<file path="src/rtl/lru_page_replacement_top_assert.svh">
// Assertion macros used by the LRU page replacement top level.
`ifndef LRU_PAGE_REPLACEMENT_TOP_ASSERT_SVH
`define LRU_PAGE_REPLACEMENT_TOP_ASSERT_SVH

// Same-cycle implication, checked outside reset.
`define LRUPR_ASSERT_SAME(label, clk, rst_n, ante, cons) \
	label: assert property (@(posedge clk) disable iff (!(rst_n)) (ante) |-> (cons)) \
		else $error("lru page replacement: same-cycle check failed");

// Next-cycle implication, checked outside reset.
`define LRUPR_ASSERT_NEXT(label, clk, rst_n, ante, cons) \
	label: assert property (@(posedge clk) disable iff (!(rst_n)) (ante) |=> (cons)) \
		else $error("lru page replacement: next-cycle check failed");

`endif

</file>
<file path="src/rtl/lrupr_pkg.sv">
// Package with types and constants of the LRU page replacement block.
package lrupr_pkg;

	localparam int FRAME_DEPTH_DEF = 8;
	localparam int PAGE_BITS_DEF   = 16;
	localparam int STAMP_BITS_DEF  = 32;
	localparam int COUNT_BITS      = 32;
	localparam int CFG_BITS        = 4;

	localparam logic [CFG_BITS-1:0] FRAMES_RESET = 4'd8;

	typedef enum logic [1:0] {
		ST_IDLE,
		ST_SCAN,
		ST_UPDATE
	} lrupr_state_t;

endpackage

</file>
<file path="src/rtl/lru_page_replacement_top.sv">
// LRU page replacement top level: frame table, access clock and fault counter.
// Each item passes the states accept (idle), scan over the clamped frames_in_use frames
// through the tag and stamp RAM read port, and update, which waits for a free output.
// A new item is accepted only in idle, after the last item has updated; the result waits
// in an output register, so the next item can be accepted while it is pending.
// Reset clears valid bits, access clock, fault count and sets frames_in_use to 8.
`include "lru_page_replacement_top_assert.svh"

module lru_page_replacement_top #(
	parameter int FRAME_DEPTH = lrupr_pkg::FRAME_DEPTH_DEF,
	parameter int PAGE_BITS   = lrupr_pkg::PAGE_BITS_DEF,
	parameter int STAMP_BITS  = lrupr_pkg::STAMP_BITS_DEF,
	localparam int IDX_W = (FRAME_DEPTH > 1) ? $clog2(FRAME_DEPTH) : 1
) (
	input  logic                            clk,
	input  logic                            arst_n,

	input  logic                            cfg_valid,
	output logic                            cfg_ready,
	input  logic [lrupr_pkg::CFG_BITS-1:0]  cfg_data,

	input  logic                            in_valid,
	output logic                            in_ready,
	input  logic [PAGE_BITS-1:0]            page_number,

	output logic                            out_valid,
	input  logic                            out_ready,
	output logic                            hit,
	output logic [IDX_W-1:0]                frame_index,
	output logic                            evicted_valid,
	output logic [PAGE_BITS-1:0]            evicted_page,
	output logic [lrupr_pkg::COUNT_BITS-1:0] fault_total,
	output logic                            clock_saturated
);

	import lrupr_pkg::*;

	localparam int CNT_W = $clog2(FRAME_DEPTH + 1);
	localparam int CW    = (CNT_W > CFG_BITS) ? CNT_W : CFG_BITS;

	lrupr_state_t state_q, state_d;

	logic [CFG_BITS-1:0]   frames_in_use_q;
	logic [CNT_W-1:0]      n_q, n_next;
	logic [CNT_W-1:0]      j_q;
	logic [PAGE_BITS-1:0]  page_q;
	logic [FRAME_DEPTH-1:0] valid_q;

	logic                  hit_found_q, emp_found_q, best_have_q;
	logic [IDX_W-1:0]      hit_idx_q, emp_idx_q, best_idx_q;
	logic [STAMP_BITS-1:0] best_stamp_q;
	logic [PAGE_BITS-1:0]  best_tag_q;

	logic [STAMP_BITS-1:0] access_clock_q, clock_next;
	logic [COUNT_BITS-1:0] fault_count_q, fault_next;

	logic                  out_valid_q;
	logic                  hit_q, evicted_valid_q, clock_sat_q;
	logic [IDX_W-1:0]      frame_index_q;
	logic [PAGE_BITS-1:0]  evicted_page_q;
	logic [COUNT_BITS-1:0] fault_total_q;

	logic                  in_fire, upd_fire, out_free;
	logic [CW-1:0]         cfg_ext, depth_ext;
	logic [IDX_W-1:0]      rd_addr, k_idx, vic_idx;
	logic [PAGE_BITS-1:0]  rd_tag;
	logic [STAMP_BITS-1:0] rd_stamp;
	logic                  k_valid, tag_match, stamp_lt, miss, evict;

	// Tag and stamp RAMs share the scan address and the update write address.
	lrupr_ram #(.WIDTH(PAGE_BITS), .DEPTH(FRAME_DEPTH)) u_tag_ram (
		.clk   (clk),
		.we    (upd_fire && miss),
		.waddr (vic_idx),
		.wdata (page_q),
		.raddr (rd_addr),
		.rdata (rd_tag)
	);

	lrupr_ram #(.WIDTH(STAMP_BITS), .DEPTH(FRAME_DEPTH)) u_stamp_ram (
		.clk   (clk),
		.we    (upd_fire),
		.waddr (vic_idx),
		.wdata (access_clock_q),
		.raddr (rd_addr),
		.rdata (rd_stamp)
	);

	// Clamp the configured frame count into 1..FRAME_DEPTH.
	always_comb begin
		cfg_ext   = CW'(frames_in_use_q);
		depth_ext = CW'(FRAME_DEPTH);
		if (cfg_ext == '0) begin
			n_next = CNT_W'(1);
		end else if (cfg_ext > depth_ext) begin
			n_next = CNT_W'(FRAME_DEPTH);
		end else begin
			n_next = CNT_W'(cfg_ext);
		end
	end

	// The read issued in the accept cycle fetches frame 0; each scan cycle
	// compares frame j-1 and fetches frame j.
	always_comb begin
		if (state_q == ST_SCAN && j_q < n_q) begin
			rd_addr = j_q[IDX_W-1:0];
		end else begin
			rd_addr = '0;
		end
		k_idx     = IDX_W'(j_q - CNT_W'(1));
		k_valid   = valid_q[k_idx];
		tag_match = k_valid && (rd_tag == page_q);
		stamp_lt  = rd_stamp < best_stamp_q;
	end

	always_comb begin
		miss  = !hit_found_q;
		evict = miss && !emp_found_q;
		priority if (hit_found_q) begin
			vic_idx = hit_idx_q;
		end else if (emp_found_q) begin
			vic_idx = emp_idx_q;
		end else begin
			vic_idx = best_idx_q;
		end
		clock_next = (&access_clock_q) ? access_clock_q : access_clock_q + STAMP_BITS'(1);
		fault_next = (miss && !(&fault_count_q)) ? fault_count_q + COUNT_BITS'(1)
			: fault_count_q;
	end

	always_comb begin
		state_d  = state_q;
		in_ready = 1'b0;
		out_free = !out_valid_q || out_ready;
		upd_fire = 1'b0;
		unique case (state_q)
			ST_IDLE: begin
				in_ready = 1'b1;
				if (in_valid) begin
					state_d = ST_SCAN;
				end
			end
			ST_SCAN: begin
				if (j_q == n_q) begin
					state_d = ST_UPDATE;
				end
			end
			ST_UPDATE: begin
				if (out_free) begin
					upd_fire = 1'b1;
					state_d  = ST_IDLE;
				end
			end
			default: begin
				state_d = ST_IDLE;
			end
		endcase
	end

	assign in_fire   = in_valid && in_ready;
	assign cfg_ready = 1'b1;

	always_ff @(posedge clk or negedge arst_n) begin
		if (!arst_n) begin
			state_q <= ST_IDLE;
		end else begin
			state_q <= state_d;
		end
	end

	always_ff @(posedge clk or negedge arst_n) begin
		if (!arst_n) begin
			frames_in_use_q <= FRAMES_RESET;
			valid_q         <= '0;
			access_clock_q  <= '0;
			fault_count_q   <= '0;
			out_valid_q     <= 1'b0;
			hit_found_q     <= 1'b0;
			emp_found_q     <= 1'b0;
			best_have_q     <= 1'b0;
			j_q             <= '0;
			n_q             <= '0;
		end else begin
			if (cfg_valid && cfg_ready) begin
				frames_in_use_q <= cfg_data;
			end
			if (upd_fire) begin
				out_valid_q <= 1'b1;
			end else if (out_valid_q && out_ready) begin
				out_valid_q <= 1'b0;
			end
			if (in_fire) begin
				n_q         <= n_next;
				j_q         <= CNT_W'(1);
				hit_found_q <= 1'b0;
				emp_found_q <= 1'b0;
				best_have_q <= 1'b0;
			end else if (state_q == ST_SCAN) begin
				if (j_q != n_q) begin
					j_q <= j_q + CNT_W'(1);
				end
				if (tag_match && !hit_found_q) begin
					hit_found_q <= 1'b1;
				end
				if (!k_valid && !emp_found_q) begin
					emp_found_q <= 1'b1;
				end
				if (k_valid && (!best_have_q || stamp_lt)) begin
					best_have_q <= 1'b1;
				end
			end
			if (upd_fire) begin
				valid_q[vic_idx] <= 1'b1;
				access_clock_q   <= clock_next;
				fault_count_q    <= fault_next;
			end
		end
	end

	// Payload registers: the page, scan results and the result item.
	always_ff @(posedge clk) begin
		if (in_fire) begin
			page_q <= page_number;
		end
		if (state_q == ST_SCAN) begin
			if (tag_match && !hit_found_q) begin
				hit_idx_q <= k_idx;
			end
			if (!k_valid && !emp_found_q) begin
				emp_idx_q <= k_idx;
			end
			if (k_valid && (!best_have_q || stamp_lt)) begin
				best_idx_q   <= k_idx;
				best_stamp_q <= rd_stamp;
				best_tag_q   <= rd_tag;
			end
		end
		if (upd_fire) begin
			hit_q           <= hit_found_q;
			frame_index_q   <= vic_idx;
			evicted_valid_q <= evict;
			evicted_page_q  <= evict ? best_tag_q : '0;
			fault_total_q   <= fault_next;
			clock_sat_q     <= &clock_next;
		end
	end

	assign out_valid       = out_valid_q;
	assign hit             = hit_q;
	assign frame_index     = frame_index_q;
	assign evicted_valid   = evicted_valid_q;
	assign evicted_page    = evicted_page_q;
	assign fault_total     = fault_total_q;
	assign clock_saturated = clock_sat_q;

	`LRUPR_ASSERT_NEXT(a_accept_starts_scan, clk, arst_n, in_fire, state_q == ST_SCAN)
	`LRUPR_ASSERT_SAME(a_hit_frame_valid, clk, arst_n, hit_found_q, valid_q[hit_idx_q])
	`LRUPR_ASSERT_SAME(a_fault_counted, clk, arst_n, out_valid_q && !hit_q, fault_total_q != '0)
	`LRUPR_ASSERT_NEXT(a_sat_sticky, clk, arst_n, out_valid_q && clock_sat_q, clock_sat_q)

endmodule

</file>
<file path="src/rtl/lrupr_ram.sv">
// Generic single-write, single-read RAM with registered read data.
module lrupr_ram #(
	parameter int WIDTH = 16,
	parameter int DEPTH = 8,
	localparam int AW = (DEPTH > 1) ? $clog2(DEPTH) : 1
) (
	input  logic             clk,
	input  logic             we,
	input  logic [AW-1:0]    waddr,
	input  logic [WIDTH-1:0] wdata,
	input  logic [AW-1:0]    raddr,
	output logic [WIDTH-1:0] rdata
);

	logic [WIDTH-1:0] mem_q [DEPTH];
	logic [WIDTH-1:0] rdata_q;

	always_ff @(posedge clk) begin
		if (we) begin
			mem_q[waddr] <= wdata;
		end
		rdata_q <= mem_q[raddr];
	end

	assign rdata = rdata_q;

endmodule

</file>
<file path="config.mk">
export PLATFORM = sky130hd
export DESIGN_NAME = lru_page_replacement_top
export DESIGN_NICKNAME = d
export VERILOG_FILES = /design/src/rtl/lrupr_pkg.sv /design/src/rtl/lru_page_replacement_top.sv /design/src/rtl/lrupr_ram.sv
export VERILOG_INCLUDE_DIRS = /design/src /design/src/rtl
export SDC_FILE = /design/constraint.sdc
export NUM_CORES = 1
export LEC_CHECK = 0
export BUFFER_PORTS_ARGS = -buffer_cell sky130_fd_sc_hd__buf_2
export CAP_MARGIN = 30
export CORE_ASPECT_RATIO = 2
export CORE_MARGIN = 8
export CORE_UTILIZATION = 45
export CTS_CLUSTER_DIAMETER = 40
export DETAILED_ROUTE_END_ITERATION = 8
export HOLD_SLACK_MARGIN = 0.02
export PLACE_DENSITY = 0.65
export SYNTH_ARGS = -nofsm -noshare
export SYNTH_HDL_FRONTEND = slang
export SYNTH_HIERARCHICAL = 1
export SYNTH_SLANG_ARGS = --single-unit
</file>
<file path="constraint.sdc">
create_clock -name clk -period 12.4 [get_ports clk]
set_clock_uncertainty 0.1 [all_clocks]
set_input_delay 2.48 -clock clk [delete_from_list [all_inputs] [get_ports clk]]
set_output_delay 2.48 -clock clk [all_outputs]
set_load 0.01 [all_outputs]
</file>
==> results.json, run 1 <==
{
  "clk_latency_ps": 590,
  "grt_max_degree": 71,
  "finalCritPeriodShare": 0.405,
  "hp-class": "reg2reg",
  "ant_nets": 0,
  "synth_seq_cells": 649,
  "cts_buffers": 55,
  "irDropWorstVdd_uv": 146,
  "yosysMostFrequentCell": "edfxtp_1",
  "ys.flop_type": "edfxtp_1",
  "cts-htree-levels": 2,
  "drt-total-wl_um": 50700,
  "netlist_top_cells_count": "edfxtp_1, dfrtp_1, xor2_1",
  "syn_area_per_cell_sq_um": 17.7,
  "status": "completed",
  "antenna_found_initial": 0,
  "synthTopCellsByArea": "edfxtp_1, dfrtp_1, mux4_1",
  "power_mw": 6.30,
  "cts_setup_buffers": 0,
  "path_clk_slew_ps": 60,
  "synth_nets": 1528,
  "tns_ps": 0,
  "critPathMaxFanout": 65,
  "tightest_slew_ps": 1020,
  "gp_congestion": 0.839,
  "finalCriticalPeriod_ps": 5020,
  "core_area_sq_um": 57100,
  "endpoint_kind": "flip-flop",
  "hold_viol": 0,
  "setup_violations": 0,
  "cts_tree": "yes",
  "ys.warnings.count": 6,
  "cts_resized": 0,
  "cts_root_buffer": "clkbuf_16",
  "syn-cell-area_sq_um": 25900,
  "slew_headroom": 0.304,
  "p_leak_nw": 10.2,
  "fp.dieArea_sq_um": 65900,
  "max_freq_ghz": 0.199,
  "cts_hold_buf": 0,
  "firstDrtPassIters": 6,
  "place_hpwl_um": 33300,
  "netlist.area_leader.share": 0.593,
  "powerDensity_nw_per_um2": 216,
  "reg2reg_slack_ps": 8290,
  "cts.sinks": 649,
  "die_w_um": 186,
  "antenna_cells": 0,
  "dieHeight_um": 355,
  "vias": 12700,
  "viasPerCell": 5.34,
  "port_buffers": 80,
  "clk_path_buf_depth": 3,
  "arrival_ps": 5160,
  "drv_slew": 0,
  "track_usage": 0.156,
  "rows": 124,
  "synth-seq-area-share": 0.717,
  "syn_to_final_growth_pct": 12.5,
  "path_class": "in2reg",
  "drt_iter0_drc": 810,
  "wire_per_inst_um": 21.3,
  "syn_inst": 1464,
  "grt_pass1_wl_um": 78500,
  "async_flop_share": 0.139,
  "synth_top_area_cell": "edfxtp_1",
  "grt_overflow": 0,
  "io_pins": 82,
  "ys_types": 62,
  "required_ps": 12540,
  "drc": 0,
  "start_util": 0.453,
  "grt_pass1_vias": 13500,
  "startpoint_type": "input pin",
  "num-nets-final": 1640,
  "cap_violations": 0,
  "drive_gt1_frac": 0.191,
  "synth_edf_count": 511,
  "grt_setup_unrepaired": "no"
}
## critical path, cell delays in order
cell      delay, ps
buf_2            70
nand2b_1        150
nand2b_1         80
buf_4           210
inv_2           140
buf_4           680
nand2_1         410
nor2_4          470
buf_4           430
## flip-flops by register name (all words and copies together), names as in the netlist, 4 cells and up
signal	count
u_stamp_ram/rdata	32
u_tag_ram/rdata	16
best_stamp_q	32
fault_count_q	32
u_tag_ram/mem_q	128
access_clock_q	32
j_q	4
cfg_ext	4
u_stamp_ram/mem_q	256
n_q	4
fault_total	32
best_tag_q	16
page_q	16
evicted_page	16
valid_q	8
## cells by family (layout without fill, tap and decap cells)
group / count (synthesis) / in the layout / share of synthesized area
compound gates: 76 / 76 / 0.0192
xor+xnor: 116 / 116 / 0.0392
fa+ha+maj: 39 / 39 / 0.0188
buf+inv: 105 / 263 / 0.0193
flops: 649 / 649 / 0.717
mux: 156 / 156 / 0.120
other cells: 1 / 1 / 0.000145
simple gates: 322 / 322 / 0.0661
## metal layers
layer | up-vias | part of all wire | track usage
li1 | 5878 | - | -
met1 | 6464 | 0.36 | 0.161
met2 | 269 | 0.57 | 0.309
met3 | 94 | 0.037 | 0.0193
met4 | 0 | 0.031 | 0.0566
met5 | - | 0 | 0
## area by class of cell
cell class,instances,area [sq um]
clock inverter,20,161
tap,756,946
clock buffer,83,1620
timing repair buffer,110,718
multi-input combinational,710,6910
inverter,50,188
fill,4684,28000
sequential,649,18600
## cells in the final DEF (no fill, tap or decap), drive strengths merged, types with 15 or more instances in the layout
cell type	instances
xor2	71
a21oi	17
edfxtp	511
nand2b	15
xnor2	45
nor3	29
ha	39
nand2	66
nor4	16
nand4	28
nor2	66
a21o	16
nand3	47
and2	23
mux2	54
mux4	98
buf	110
clkbuf	83
dfxtp	48
dfrtp	89
inv	51
## through the flow
step | hold slack [ps] | cells | setup WS [ps] | area, sq um | utilization
finish | 337 | 2378 | 7380 | 29100 | 0.510
global route | 342 | 2378 | 7190 | 29100 | 0.510
CTS | 338 | 2376 | 7350 | 29100 | 0.509
detailed placement | 322 | 2273 | 6730 | 27300 | 0.478
global placement | 313 | 2269 | 6650 | 27200 | 0.476
floorplan | 300 | 1464 | 4620 | 25900 | -
## power by group
| group | switching [mW] | internal (mW) |
|---|---|---|
| clock network | 0.744 | 0.947 |
| logic | 0.887 | 0.793 |
| registers | 0.171 | 2.76 |
## final timing paths
| check | to | startpoint | cells after the start |
|---|---|---|---|
| worst max-delay path | u_stamp_ram/mem_q[5][10] | out_ready | 9 |
| worst min-delay path | best_stamp_q[1] | u_stamp_ram/rdata[1] | 0 |
| worst max register to register | u_stamp_ram/rdata[16] | j_q[0] | 11 |
| worst min register to register | best_stamp_q[1] | u_stamp_ram/rdata[1] | 0 |
| max in group asynchronous | access_clock_q[0] | arst_n | 2 |
| min in group asynchronous | fault_count_q[15] | arst_n | 1 |
No activity file was read; power rests on OpenSTA's default activity.
==> run 2, diff against run 1 <==
PLACE_DENSITY = 0.67   (was 0.65)
clock period = 4.1 ns   (was 12.4 ns; I/O delays follow)
==> run 2 against run 1 <==
Against the previous run:
- sequential cell count unchanged
- utilization increased by 0.43 points
- clock power increased to 3.2 times the previous value
- worst setup slack got worse by 6700 ps
- die area unchanged
- largest cell class unchanged
- sequential power increased to 3.0 times the previous value
- wire length increased by 1.4%
- sequential share of layout area decreased by 0.53 points
- highest routed layer unchanged
- via count increased by 0.37%
- hold slack got worse by 150 ps
- clock-buffer cell count decreased by 23
==> results.json, run 2 (synthesis results as in run 1) <==
{
  "status": "completed",
  "final_cells": 2384,
  "regMostFlops": "u_stamp_ram/mem_q",
  "vias": 12800,
  "tightest_slew_ps": 993,
  "finalCriticalPeriod_ps": 3450,
  "rows": 124,
  "die_w_um": 186,
  "setup_violations": 0,
  "fillers": 4652,
  "cap_violations": 0,
  "swShare": 0.285,
  "pwr-share-clk": 0.280,
  "antenna_found_initial": 2,
  "path_clk_slew_ps": 70,
  "ant_nets": 0,
  "cts_setup_buffers": 0,
  "cts_buffers": 53,
  "grt_max_degree": 65,
  "clk_latency_ps": 610,
  "irDropWorstVdd_uv": 457,
  "internal-power_mw": 14.0,
  "start_util": 0.453,
  "endpoint_kind": "flip-flop",
  "drive_gt1_frac": 0.197,
  "port_buffers": 80,
  "top_regs": "u_stamp_ram/mem_q: 256 flops, u_tag_ram/mem_q: 128 flops",
  "viasPerCell": 5.35,
  "grt_overflow": 0,
  "cts_tree": "yes",
  "startpoint_type": "flip-flop",
  "required_ps": 4500,
  "num-nets-final": 1647,
  "slew_headroom": 0.329,
  "tns_ps": 0,
  "drc": 0,
  "cts-htree-levels": 2,
  "cts_resized": 0,
  "critPathMaxFanout": 56,
  "dieHeight_um": 355,
  "drt-total-wl_um": 51400,
  "cts_hold_buf": 0,
  "finalCritPeriodShare": 0.841,
  "wire_per_inst_um": 21.6,
  "p_switching_mw": 5.57,
  "grt_pass1_wl_um": 79100,
  "power_frac_seq": 0.455,
  "p_leak_nw": 10.3,
  "grt_pass1_vias": 13400,
  "cts_root_buffer": "clkbuf_16",
  "grt_setup_unrepaired": "no",
  "p_comb_frac": 0.265,
  "core_area_sq_um": 57100,
  "hp-class": "in2async",
  "final_common_cell": "edfxtp_1",
  "clk_path_buf_depth": 3,
  "reg2reg_slack_ps": 650,
  "path_class": "reg2reg",
  "hold_viol": 0,
  "place_hpwl_um": 33400,
  "track_usage": 0.159,
  "syn_to_final_growth_pct": 13.4,
  "drt_iter0_drc": 672,
  "gp_congestion": 0.812,
  "path_cells": "inv_1 -> ha_1 -> nor2b_1 -> o21ai_0 -> nand2b_1 -> a211oi_1 -> and2_4 -> buf_12 -> mux4_1 -> mux2_2",
  "max_freq_ghz": 0.290,
  "mostFrequentLayoutCells": "edfxtp_1, dfrtp_1, buf_2",
  "fp.dieArea_sq_um": 65900,
  "drv_slew": 0,
  "cp_slowest_cell": "mux4_1",
  "arrival_ps": 3850,
  "antenna_cells": 0,
  "largest_reg_flops": 256,
  "powerDensity_nw_per_um2": 666,
  "cts.sinks": 649,
  "placed_cells": 2284,
  "max_stage_delay_ps": 630,
  "firstDrtPassIters": 5,
  "io_pins": 82
}
==> run 2: cell types whose count changed in the layout (fill, tap and decap cells not counted), moves of 4 or more <==
cell       change
clkbuf_1      -12
bufinv_16      +9
buf_12         +7
clkbuf_8       -7
clkinv_1       +6
buf_4          +4
clkbuf_16      -4
clkinv_4       +4
==> run 2: layout make-up <==
class                           count  area (sq um)  area share
Sequential cell                   649         18600       0.632
Clock buffer                       60          1380      0.0471
Timing Repair Buffer              119           833      0.0284
Inverter                           50           188     0.00639
Tap cell                          756           946      0.0322
Clock inverter                     40           520      0.0177
Multi-Input combinational cell    710          6930       0.236
==> run 2: path summary, 6_finish.rpt <==
check	to	cells past startpoint	startpoint
max in group asynchronous	cfg_ext[3]	2	arst_n
worst min-delay path	fault_count_q[18]	1	arst_n
worst max register to register	u_stamp_ram/rdata[15]	10	j_q[0]
worst min register to register	best_stamp_q[0]	0	u_stamp_ram/rdata[0]
worst max-delay path	u_stamp_ram/rdata[15]	10	j_q[0]
min in group clk	page_q[4]	1	page_number[4]
==> run 2: power by group through the flow <==
stage / registers [mW] / logic, mW / clock network [mW]
finish: 8.88 / 5.18 / 5.48
global route: 8.98 / 5.64 / 5.84
CTS: 8.90 / 5.30 / 5.62
detailed placement: 9.04 / 5.26 / 0
global placement: 9.00 / 5.10 / 0
floorplan: 8.85 / 3.89 / 0
==> run 2: critical path, delay by kind of cell, from the launching register on <==
kind                     cells  cell delay [ps]
multiplexers                 2              920
AO/OA/AOI/OAI                2              550
AND/OR/NAND/NOR              3              490
flip-flops                   1              480
adder cells (fa/ha/maj)      1              180
buffers and inverters        2              560
==> run 2: per-stage QoR <==
stage               cell area (sq um)  worst slack, ps  utilization  power [mW]  hold WS [ps]
finish                          29400              651        0.514        19.5           183
global route                    29400              389        0.514        20.5           231
CTS                             29400              556        0.514        19.8           186
detailed placement              27500              572        0.481        14.3           321
global placement                27400              609        0.481        14.1           319
floorplan                       25900              126            -        12.7           300
==> run 2: routing by layer <==
metal	part of all wire	up-vias	wire length, um	GRT usage
li1	-	5903	-	-
met1	0.35	6505	18200	0.168
met2	0.58	267	29900	0.316
met3	0.041	77	2090	0.0170
met4	0.024	0	1220	0.0516
met5	0	-	0	0
